`src/hdl/sttt_pkg.sv`:
```
// ----------------------------------------------------------------------------
// Timer task table package
// Shared operation codes and the task entry type.
// ----------------------------------------------------------------------------
package sttt_pkg;

   localparam logic [2:0] OP_TICK      = 3'd0;
   localparam logic [2:0] OP_LAUNCH    = 3'd1;
   localparam logic [2:0] OP_ADD       = 3'd2;
   localparam logic [2:0] OP_DEL_ID    = 3'd3;
   localparam logic [2:0] OP_DEL_FIRST = 3'd4;
   localparam logic [2:0] OP_DEL_ALL   = 3'd5;
   localparam logic [2:0] OP_CLEAR     = 3'd6;
   localparam logic [2:0] OP_QUERY     = 3'd7;

   // One task as held by a cell.
   typedef struct packed {
      logic [7:0]  id;
      logic [15:0] handle;
      logic [15:0] delay;
      logic [15:0] period;
      logic [7:0]  repeats;
      logic        endless;
      logic        ready;
   } entry_type;

   // Control broadcast from the sequencer to every cell.
   typedef struct packed {
      logic        tick;      // apply a tick in place
      logic        load;      // load new entry at the tail slot
      logic        clear;     // drop every entry
      logic        rotate;    // shift the ring down by one slot
      logic        head_drop; // while rotating, slot 0 leaves the ring
   } cell_ctl_type;

endpackage

```
`src/hdl/sttt_cell.sv`:
```
// ----------------------------------------------------------------------------
// Timer task table cell
// Holds one entry; ticks it in place and shifts with its neighbor.
// ----------------------------------------------------------------------------
module sttt_cell
   import sttt_pkg::*;
(
   input  logic         clock,
   input  logic         reset,
   input  cell_ctl_type ctl,
   input  logic         is_tail,     // this slot is the next free slot
   input  entry_type    new_entry,
   input  entry_type    next_entry,  // from the neighbor above
   input  logic         next_valid,
   input  entry_type    head_entry,  // updated head entry, wraps to the top
   input  logic         is_last_ring, // topmost occupied slot receives the head
   output entry_type    entry,
   output logic         valid
);

   entry_type entry_ff, entry_in;
   logic      valid_ff, valid_in;

   // Next value of the held entry.
   always_comb begin
      entry_in = entry_ff;
      valid_in = valid_ff;
      if (ctl.clear) begin
         valid_in = 1'b0;
      end else if (ctl.tick) begin
         if (entry_ff.delay == 16'd0) entry_in.ready = 1'b1;
         else entry_in.delay = entry_ff.delay - 16'd1;
      end else if (ctl.load && is_tail) begin
         entry_in = new_entry;
         valid_in = 1'b1;
      end else if (ctl.rotate) begin
         if (is_last_ring) begin
            entry_in = head_entry;
            valid_in = !ctl.head_drop;
         end else begin
            entry_in = next_entry;
            valid_in = next_valid;
         end
      end
   end

   always_ff @(posedge clock) begin
      if (reset) valid_ff <= 1'b0;
      else valid_ff <= valid_in;
      entry_ff <= entry_in;
   end

   assign entry = entry_ff;
   assign valid = valid_ff;

endmodule

```
`src/hdl/soft_timer_task_table_top.sv`:
```
// ----------------------------------------------------------------------------
// Timer task table
// Table of timed tasks kept in a ring of cells.
// ----------------------------------------------------------------------------
// A tick, add or clear is accepted and its result beat appears in the cycle
// after the accept; with the receiver taking every beat, one such item can be
// accepted per cycle. Launch, delete and query rotate the whole ring of cells
// once, one slot per cycle unless a launch beat waits on the output, and go
// from accept to the next accept through the accept, one scan step per entry,
// the closing beat and the recompute of the tail id. A scan step that emits a
// launch beat, the closing beat and every new item wait while the output
// register still holds a beat the receiver has not taken. The ring keeps
// table order: each rotation step looks at slot 0, emits a result if needed,
// and moves it to the top (or drops it). Payloads are undefined until written.
module soft_timer_task_table_top
   import sttt_pkg::*;
#(
   parameter int TABLE_DEPTH = 16
)
(
   input  logic        clock,
   input  logic        reset,
   input  logic        req_tvalid,
   output logic        req_tready,
   // tdata: task_handle, start_delay, run_period, repeat_count, endless,
   // task_id (lowest bit first), zero filled to 72 bits
   input  logic [71:0] req_tdata,
   input  logic [2:0]  req_tuser,  // kind
   output logic        rsp_tvalid,
   input  logic        rsp_tready,
   // tdata: run_handle, result_id, success, repeats_left (lowest bit first),
   // zero filled to 40 bits
   output logic [39:0] rsp_tdata,
   output logic        rsp_tuser,  // launched
   output logic        rsp_tlast
);

   localparam int CW = $clog2(TABLE_DEPTH + 1);
   localparam int IW = (TABLE_DEPTH > 1) ? $clog2(TABLE_DEPTH) : 1;

   localparam logic [1:0] ST_IDLE = 2'd0;
   localparam logic [1:0] ST_SCAN = 2'd1;
   localparam logic [1:0] ST_OUT  = 2'd2;

   logic [1:0]    state_ff, state_in;
   logic [CW-1:0] count_ff, count_in;
   logic [CW-1:0] left_ff, left_in;   // entries not yet examined
   logic [CW-1:0] len_ff, len_in;     // entries in the ring this pass
   logic [2:0]    op_ff, op_in;
   logic [15:0]   hnd_ff, hnd_in;
   logic [7:0]    tid_ff, tid_in;
   logic          done_ff, done_in;   // first-match ops have matched
   logic          any_ff, any_in;     // launch emitted something
   logic          ok_ff, ok_in;
   logic [7:0]    rep_ff, rep_in;
   logic [7:0]    lastid_ff, lastid_in;

   // Output stage.
   logic          ov_ff, ov_in;
   logic          ola_ff, ola_in, olast_ff, olast_in, ook_ff, ook_in;
   logic [15:0]   oh_ff, oh_in;
   logic [7:0]    oid_ff, oid_in, orep_ff, orep_in;

   cell_ctl_type  ctl;
   entry_type     ents [TABLE_DEPTH];
   logic          vals [TABLE_DEPTH];
   entry_type     head_upd, new_entry;
   logic          hdrop, emit;

   wire accept = req_tvalid && req_tready;
   wire out_free = !ov_ff || rsp_tready;
   wire scanning = (state_ff == ST_SCAN) && left_ff != '0;
   // A scan step needs the output stage when it emits a result.
   wire step = scanning && (!emit || out_free);

   entry_type h;
   assign h = ents[0];

   // Decide what happens to the head entry during one scan step.
   always_comb begin
      head_upd = h;
      hdrop = 1'b0;
      emit = 1'b0;
      unique case (op_ff)
         OP_LAUNCH: if (h.ready) begin
            emit = 1'b1;
            head_upd.ready = 1'b0;
            head_upd.delay = h.period;
            if (!h.endless) begin
               if (h.repeats > 8'd1) head_upd.repeats = h.repeats - 8'd1;
               else hdrop = 1'b1;
            end
         end
         OP_DEL_ID:    hdrop = !done_ff && h.id == tid_ff;
         OP_DEL_FIRST: hdrop = !done_ff && h.handle == hnd_ff;
         OP_DEL_ALL:   hdrop = h.handle == hnd_ff;
         default: ;
      endcase
   end

   assign new_entry = '{id: (count_ff == '0) ? 8'd1 : lastid_ff + 8'd1,
                        handle: req_tdata[15:0], delay: req_tdata[31:16],
                        period: req_tdata[47:32], repeats: req_tdata[55:48],
                        endless: req_tdata[56], ready: 1'b0};

   always_comb begin
      ctl = '0;
      ctl.tick = accept && req_tuser == OP_TICK;
      ctl.clear = accept && req_tuser == OP_CLEAR;
      ctl.load = accept && req_tuser == OP_ADD && count_ff < CW'(TABLE_DEPTH);
      ctl.rotate = step;
      ctl.head_drop = hdrop;
   end

   // Row of cells; slot len-1 receives the wrapped head.
   for (genvar g = 0; g < TABLE_DEPTH; g++) begin : g_cell
      entry_type nx;
      logic      nv;
      if (g + 1 < TABLE_DEPTH) begin : g_n
         assign nx = ents[g+1];
         assign nv = vals[g+1];
      end else begin : g_t
         assign nx = ents[g];
         assign nv = 1'b0;
      end
      sttt_cell u_cell (
         .clock(clock), .reset(reset), .ctl(ctl),
         .is_tail(count_ff[CW-1:0] == CW'(g)),
         .new_entry(new_entry), .next_entry(nx), .next_valid(nv),
         .head_entry(head_upd), .is_last_ring(len_ff == CW'(g + 1)),
         .entry(ents[g]), .valid(vals[g])
      );
   end

   assign req_tready = (state_ff == ST_IDLE) && out_free;

   always_comb begin
      state_in = state_ff; count_in = count_ff; left_in = left_ff; len_in = len_ff;
      op_in = op_ff; hnd_in = hnd_ff; tid_in = tid_ff; done_in = done_ff;
      any_in = any_ff; ok_in = ok_ff; rep_in = rep_ff; lastid_in = lastid_ff;
      ov_in = ov_ff && !rsp_tready;
      ola_in = ola_ff; olast_in = olast_ff; ook_in = ook_ff;
      oh_in = oh_ff; oid_in = oid_ff; orep_in = orep_ff;
      unique case (state_ff)
         ST_IDLE: if (accept) begin
            op_in = req_tuser; hnd_in = req_tdata[15:0]; tid_in = req_tdata[64:57];
            done_in = 1'b0; any_in = 1'b0; ok_in = 1'b0; rep_in = 8'd0;
            left_in = count_ff; len_in = count_ff;
            if (req_tuser == OP_TICK || req_tuser == OP_ADD
                || req_tuser == OP_CLEAR) begin
               ov_in = 1'b1; ola_in = 1'b0; olast_in = 1'b1; oh_in = 16'd0;
               orep_in = 8'd0; ook_in = 1'b0; oid_in = 8'd0;
               if (ctl.load) begin
                  ook_in = 1'b1; oid_in = new_entry.id; lastid_in = new_entry.id;
                  count_in = count_ff + CW'(1);
               end
               if (ctl.clear) count_in = '0;
            end else begin
               state_in = ST_SCAN;
            end
         end
         ST_SCAN: begin
            if (left_ff == '0) begin
               if (out_free) begin
                  if (op_ff != OP_LAUNCH || !any_ff) begin
                     ov_in = 1'b1; ola_in = 1'b0; oh_in = 16'd0; oid_in = 8'd0;
                     ook_in = ok_ff; orep_in = rep_ff; olast_in = 1'b1;
                  end
                  state_in = ST_OUT;
               end
            end else if (step) begin
               left_in = left_ff - CW'(1);
               if (hdrop) begin
                  len_in = len_ff - CW'(1); count_in = count_ff - CW'(1);
                  ok_in = 1'b1; done_in = 1'b1;
               end
               if (op_ff == OP_QUERY && !done_ff && h.id == tid_ff) begin
                  done_in = 1'b1; ok_in = 1'b1; rep_in = h.repeats;
               end
               if (emit) begin
                  any_in = 1'b1; ov_in = 1'b1; ola_in = 1'b1; oh_in = h.handle;
                  oid_in = h.id; ook_in = 1'b0; orep_in = 8'd0;
                  olast_in = 1'b1;
                  // A later ready entry in this pass means this beat is not last.
                  for (int k = 1; k < TABLE_DEPTH; k++)
                     if (CW'(k) < left_ff && ents[k].ready) olast_in = 1'b0;
               end
            end
         end
         default: begin
            // Recompute the tail id after the pass.
            if (count_ff != '0) lastid_in = ents[IW'(count_ff - CW'(1))].id;
            state_in = ST_IDLE;
         end
      endcase
      ok_in = ok_in && op_ff != OP_LAUNCH;
   end

   always_ff @(posedge clock) begin
      if (reset) begin
         state_ff <= ST_IDLE; count_ff <= '0; ov_ff <= 1'b0;
      end else begin
         state_ff <= state_in; count_ff <= count_in; ov_ff <= ov_in;
      end
      left_ff <= left_in; len_ff <= len_in; op_ff <= op_in; hnd_ff <= hnd_in;
      tid_ff <= tid_in; done_ff <= done_in; any_ff <= any_in; ok_ff <= ok_in;
      rep_ff <= rep_in; lastid_ff <= lastid_in; ola_ff <= ola_in;
      olast_ff <= olast_in; ook_ff <= ook_in; oh_ff <= oh_in; oid_ff <= oid_in;
      orep_ff <= orep_in;
   end

   assign rsp_tvalid = ov_ff;
   assign rsp_tdata = {7'd0, orep_ff, ook_ff, oid_ff, oh_ff};
   assign rsp_tuser = ola_ff;
   assign rsp_tlast = olast_ff;

endmodule
```
`config.mk`:
```
export PLATFORM = sky130hd
export DESIGN_NAME = soft_timer_task_table_top
export DESIGN_NICKNAME = d
export VERILOG_FILES = /design/src/hdl/sttt_pkg.sv /design/src/hdl/sttt_cell.sv /design/src/hdl/soft_timer_task_table_top.sv
export SDC_FILE = /design/constraint.sdc
export NUM_CORES = 2
export LEC_CHECK = 0
export BUFFER_PORTS_ARGS = -buffer_cell sky130_fd_sc_hd__buf_2
export CAP_MARGIN = 20
export CORE_MARGIN = 1
export CORE_UTILIZATION = 40
export CTS_BUF_LIST = sky130_fd_sc_hd__clkbuf_4
export DETAILED_ROUTE_END_ITERATION = 7
export PLACE_DENSITY = 0.56
export SLEW_MARGIN = 25
export SYNTH_ARGS = -nofsm -noshare
export SYNTH_HDL_FRONTEND = slang
export SYNTH_SLANG_ARGS = --single-unit
export TNS_END_PERCENT = 50
```
`constraint.sdc`:
```
create_clock -name clock -period 8.96 [get_ports clock]
set_input_delay 0.448 -clock clock [delete_from_list [all_inputs] [get_ports clock]]
set_output_delay 0.448 -clock clock [all_outputs]
set_load 0.01 [all_outputs]
```
==> results.py <==
metrics = {
    "die": {
        "die_h_um": 407.2,
        "coreArea_sq_um": 163000,
        "dieWidth_um": 407.2,
        "rows": 148,
        "num_io_pins": 123,
        "die_area_sq_um": 165800,
        "start_util": 0.4030,
    },
    "clocking": {
        "clockRootBuffer": "clkbuf_4",
        "cts_buffers": 346,
        "cts_setup_buffers": 0,
        "cts_tree": "yes",
        "cts_num_sinks": 1155,
        "cts_buffer_depth": 4,
        "insertion_delay_ns": 1.39,
        "clk_pin_slew_ns": 0.07,
        "cts_max_level": 5,
    },
    "synth": {
        "synth_seq_cells": 1155,
        "syn_inst": 6806,
        "syn_avg_cell_area_sq_um": 9.650,
        "synth-main-ff-cell": "edfxtp_1",
        "synth_area_sq_um": 65680,
        "synth-async-reset-ratio": 0,
        "ys_types": 77,
        "synth_edf_count": 1146,
        "seq_area_frac_synth": 0.5267,
        "yosys_warnings": 0,
    },
    "drt": {
        "drt_wl_total_um": 220200,
        "first_pass_iters": 6,
        "dr_wl_met2_um": 97280,
        "viasPerCell": 5.860,
        "drtAntennaViolNets": 0,
        "wire_per_inst_um": 24.08,
        "num_vias": 53570,
        "drt-initial-drc-count": 6159,
        "remaining_drc_errors": 0,
        "top_layer": "met5",
        "met1_length_um": 93880,
        "route.met3.wl_um": 22270,
    },
    "worst_setup_path": {
        "criticalPathCategory": "reg -> reg",
        "r2r_cells": 9,
        "crit_path_start": "count_ff[0]",
        "cp_cell_sequence": "buf_4, ha_1, and3_1, ha_1, nor4b_4, buf_4, o21bai_4, buf_4, buf_4",
        "path_common_cell": "buf_4",
        "crit_arrival_ns": 5.41,
        "cp.required_ns": 9.87,
        "r2r-start": "count_ff[0]",
        "worstSetupEndpoint": "g_cell[15].u_cell.entry[59]",
        "r2r_end": "g_cell[15].u_cell.entry[59]",
        "start_kind": "flip-flop",
        "worst_path_largest_cell_delay_ns": 0.84,
        "crit_path_end_kind": "flip-flop",
        "r2r_slack_ns": 4.46,
        "slowest_stage": "buf_4",
        "cp_max_fo": 64,
    },
    "sta": {
        "final.min_clock_period_ns": 4.499,
        "fin_crit_sh": 0.5021,
        "finClkSkew_ns": 0.1595,
        "fmax_ghz": 0.2223,
        "rsz0062_at_grt": "false",
        "hold_ws_ns": 0.1063,
        "hold_viol": 0,
        "setup-tns-final_ns": 0,
        "worstMarginPinSlew_ns": 1.074,
        "finalSetupViolations": 0,
        "slew_violations": 0,
        "max-slew-margin-rel": 0.2839,
    },
    "finish": {
        "finalCoreUtilization": 0.4446,
        "multi_input_area_sq_um": 28490,
        "area_growth_pct": 10.32,
        "nFillCells": 15700,
        "design_area_sq_um": 72450,
        "drive_above_1_share": 0.1384,
        "register_area_sq_um": 34590,
        "layout.cells.non_filler": 9142,
        "final_nets": 6844,
    },
    "global_routing": {
        "overflow": 0,
        "antenna_found_initial": 12,
        "grt_pass1_vias": 50480,
        "grtUsageTotal": 0.2586,
        "grt_max_degree": 200,
        "grt_pass1_wl_um": 327200,
    },
    "min_path": {
        "hp-start": "req_tdata[7]",
        "hp-class": "in -> reg",
    },
    "flow_run": {
        "maxCapViolCount": 0,
    },
    "placed_design": {
        "dp.final_hpwl_um": 126200,
        "placed_cells": 8469,
        "io_buffers": 108,
        "gp_congestion": 0.8545,
        "place_area_sq_um": 67320,
    },
    "run_status": {
        "status": "finished clean",
    },
    "power_and_ir_drop": {
        "ir_drop_mv": 0.1551,
        "p_leak_uw": 0.02487,
        "power_density_nw_per_um2": 213.5,
    },
}
cell usage after synthesis, types with 43 or more instances:
| library cell | number | area share |
|---|---|---|
| a21oi_1 | 326 | 0.025 |
| a31oi_1 | 387 | 0.037 |
| edfxtp_1 | 1146 | 0.52 |
| mux2i_1 | 282 | 0.043 |
| nor2_1 | 830 | 0.047 |
| buf_2 | 177 | 0.013 |
| a211oi_1 | 509 | 0.058 |
| xor2_1 | 113 | 0.015 |
| xnor2_1 | 130 | 0.017 |
| and2_1 | 43 | 0.0041 |
| buf_1 | 47 | 0.0027 |
| o21ai_0 | 378 | 0.029 |
| inv_1 | 46 | 0.0026 |
| clkbuf_1 | 492 | 0.028 |
| or3_1 | 45 | 0.0043 |
| nand2_1 | 1321 | 0.075 |
| nor3_1 | 61 | 0.0046 |
state kept, by name (all words and copies together), names as in the netlist, 2 cells and up:
signal               cells
count_ff                 5
g_cell.u_cell.entry   1056
hnd_ff                  16
lastid_ff                8
left_ff                  5
len_ff                   5
oh_ff                   16
oid_ff                   8
op_ff                    3
orep_ff                  8
rep_ff                   8
state_ff                 2
tid_ff                   8
repair_timing:
action / CTS / global route
gates resized for setup: 0 / 0
hold buffers: 88 / 0
endpoints found under the hold margin: 957 / 0
setup endpoints to repair: 0 / 0
cells in the final DEF (no fill, tap or decap), drive strengths merged, types with 131 or more instances in the layout:
cell type and count:
clkbuf 532, nor2 831, buf 214, mux2i 282, nand2 1321, xnor2 131, a21oi 330, a211oi 511
edfxtp 1146, a31oi 388, o21ai 392
per-stage QoR:
stage	worst slack [ns]	power (uW)
floorplan	3.716	9286
global placement	4.483	10310
detailed placement	4.447	10380
CTS	4.467	15490
global route	4.287	16110
finish	4.461	15470
kinds of logic after synthesis:
family	synth area share
simple gates	0.1637
compound gates	0.1645
flops	0.5267
buf+inv	0.04875
mux	0.05686
xor+xnor	0.03315
fa+ha+maj	0.006287
other cells	0.00005710
worst max-delay path, delay by kind of cell (launching register included):
| family | cells | cell delay, ns |
|---|---|---|
| AOI/OAI and AO/OA | 1 | 0.27 |
| adders and majority gates | 2 | 0.58 |
| buffers and inverters | 4 | 2.51 |
| DFF | 1 | 0.31 |
| and+or+nand+nor | 2 | 0.42 |
where the power goes:
group	switching [uW]	leakage [uW]	internal [uW]
logic	2020	0.0117	1040
clock network	2430	0.00253	2660
registers	465	0.0107	6850
total	4920	0.0249	10600
worst min-delay path by stage:
stage	end	slack, ns	cells past startpoint
after global routing	hnd_ff[2]	0.07	2
after floorplan	ok_ff	0.45	2
final	hnd_ff[7]	0.11	2
after CTS	hnd_ff[7]	0.006	2
after global placement	ok_ff	0.47	2
after detailed placement	ok_ff	0.47	2
per-layer routing:
metal | GRT usage | vias to the layer above
met5 | 0 | -
met1 | 0.3625 | 25790
met2 | 0.3964 | 2650
met3 | 0.05385 | 489
li1 | - | 24620
met4 | 0.08777 | 14
layout make-up:
type | count | share of cell area
flip-flops and latches | 1155 | 0.4775
diodes | 10 | 0.0003454
clock inverters | 41 | 0.002228
repair buffers | 302 | 0.03164
inverters | 46 | 0.002383
multi-input cells | 4881 | 0.3933
clock buffers | 532 | 0.05512
well taps | 2175 | 0.03756
No activity file was read; power rests on OpenSTA's default activity.
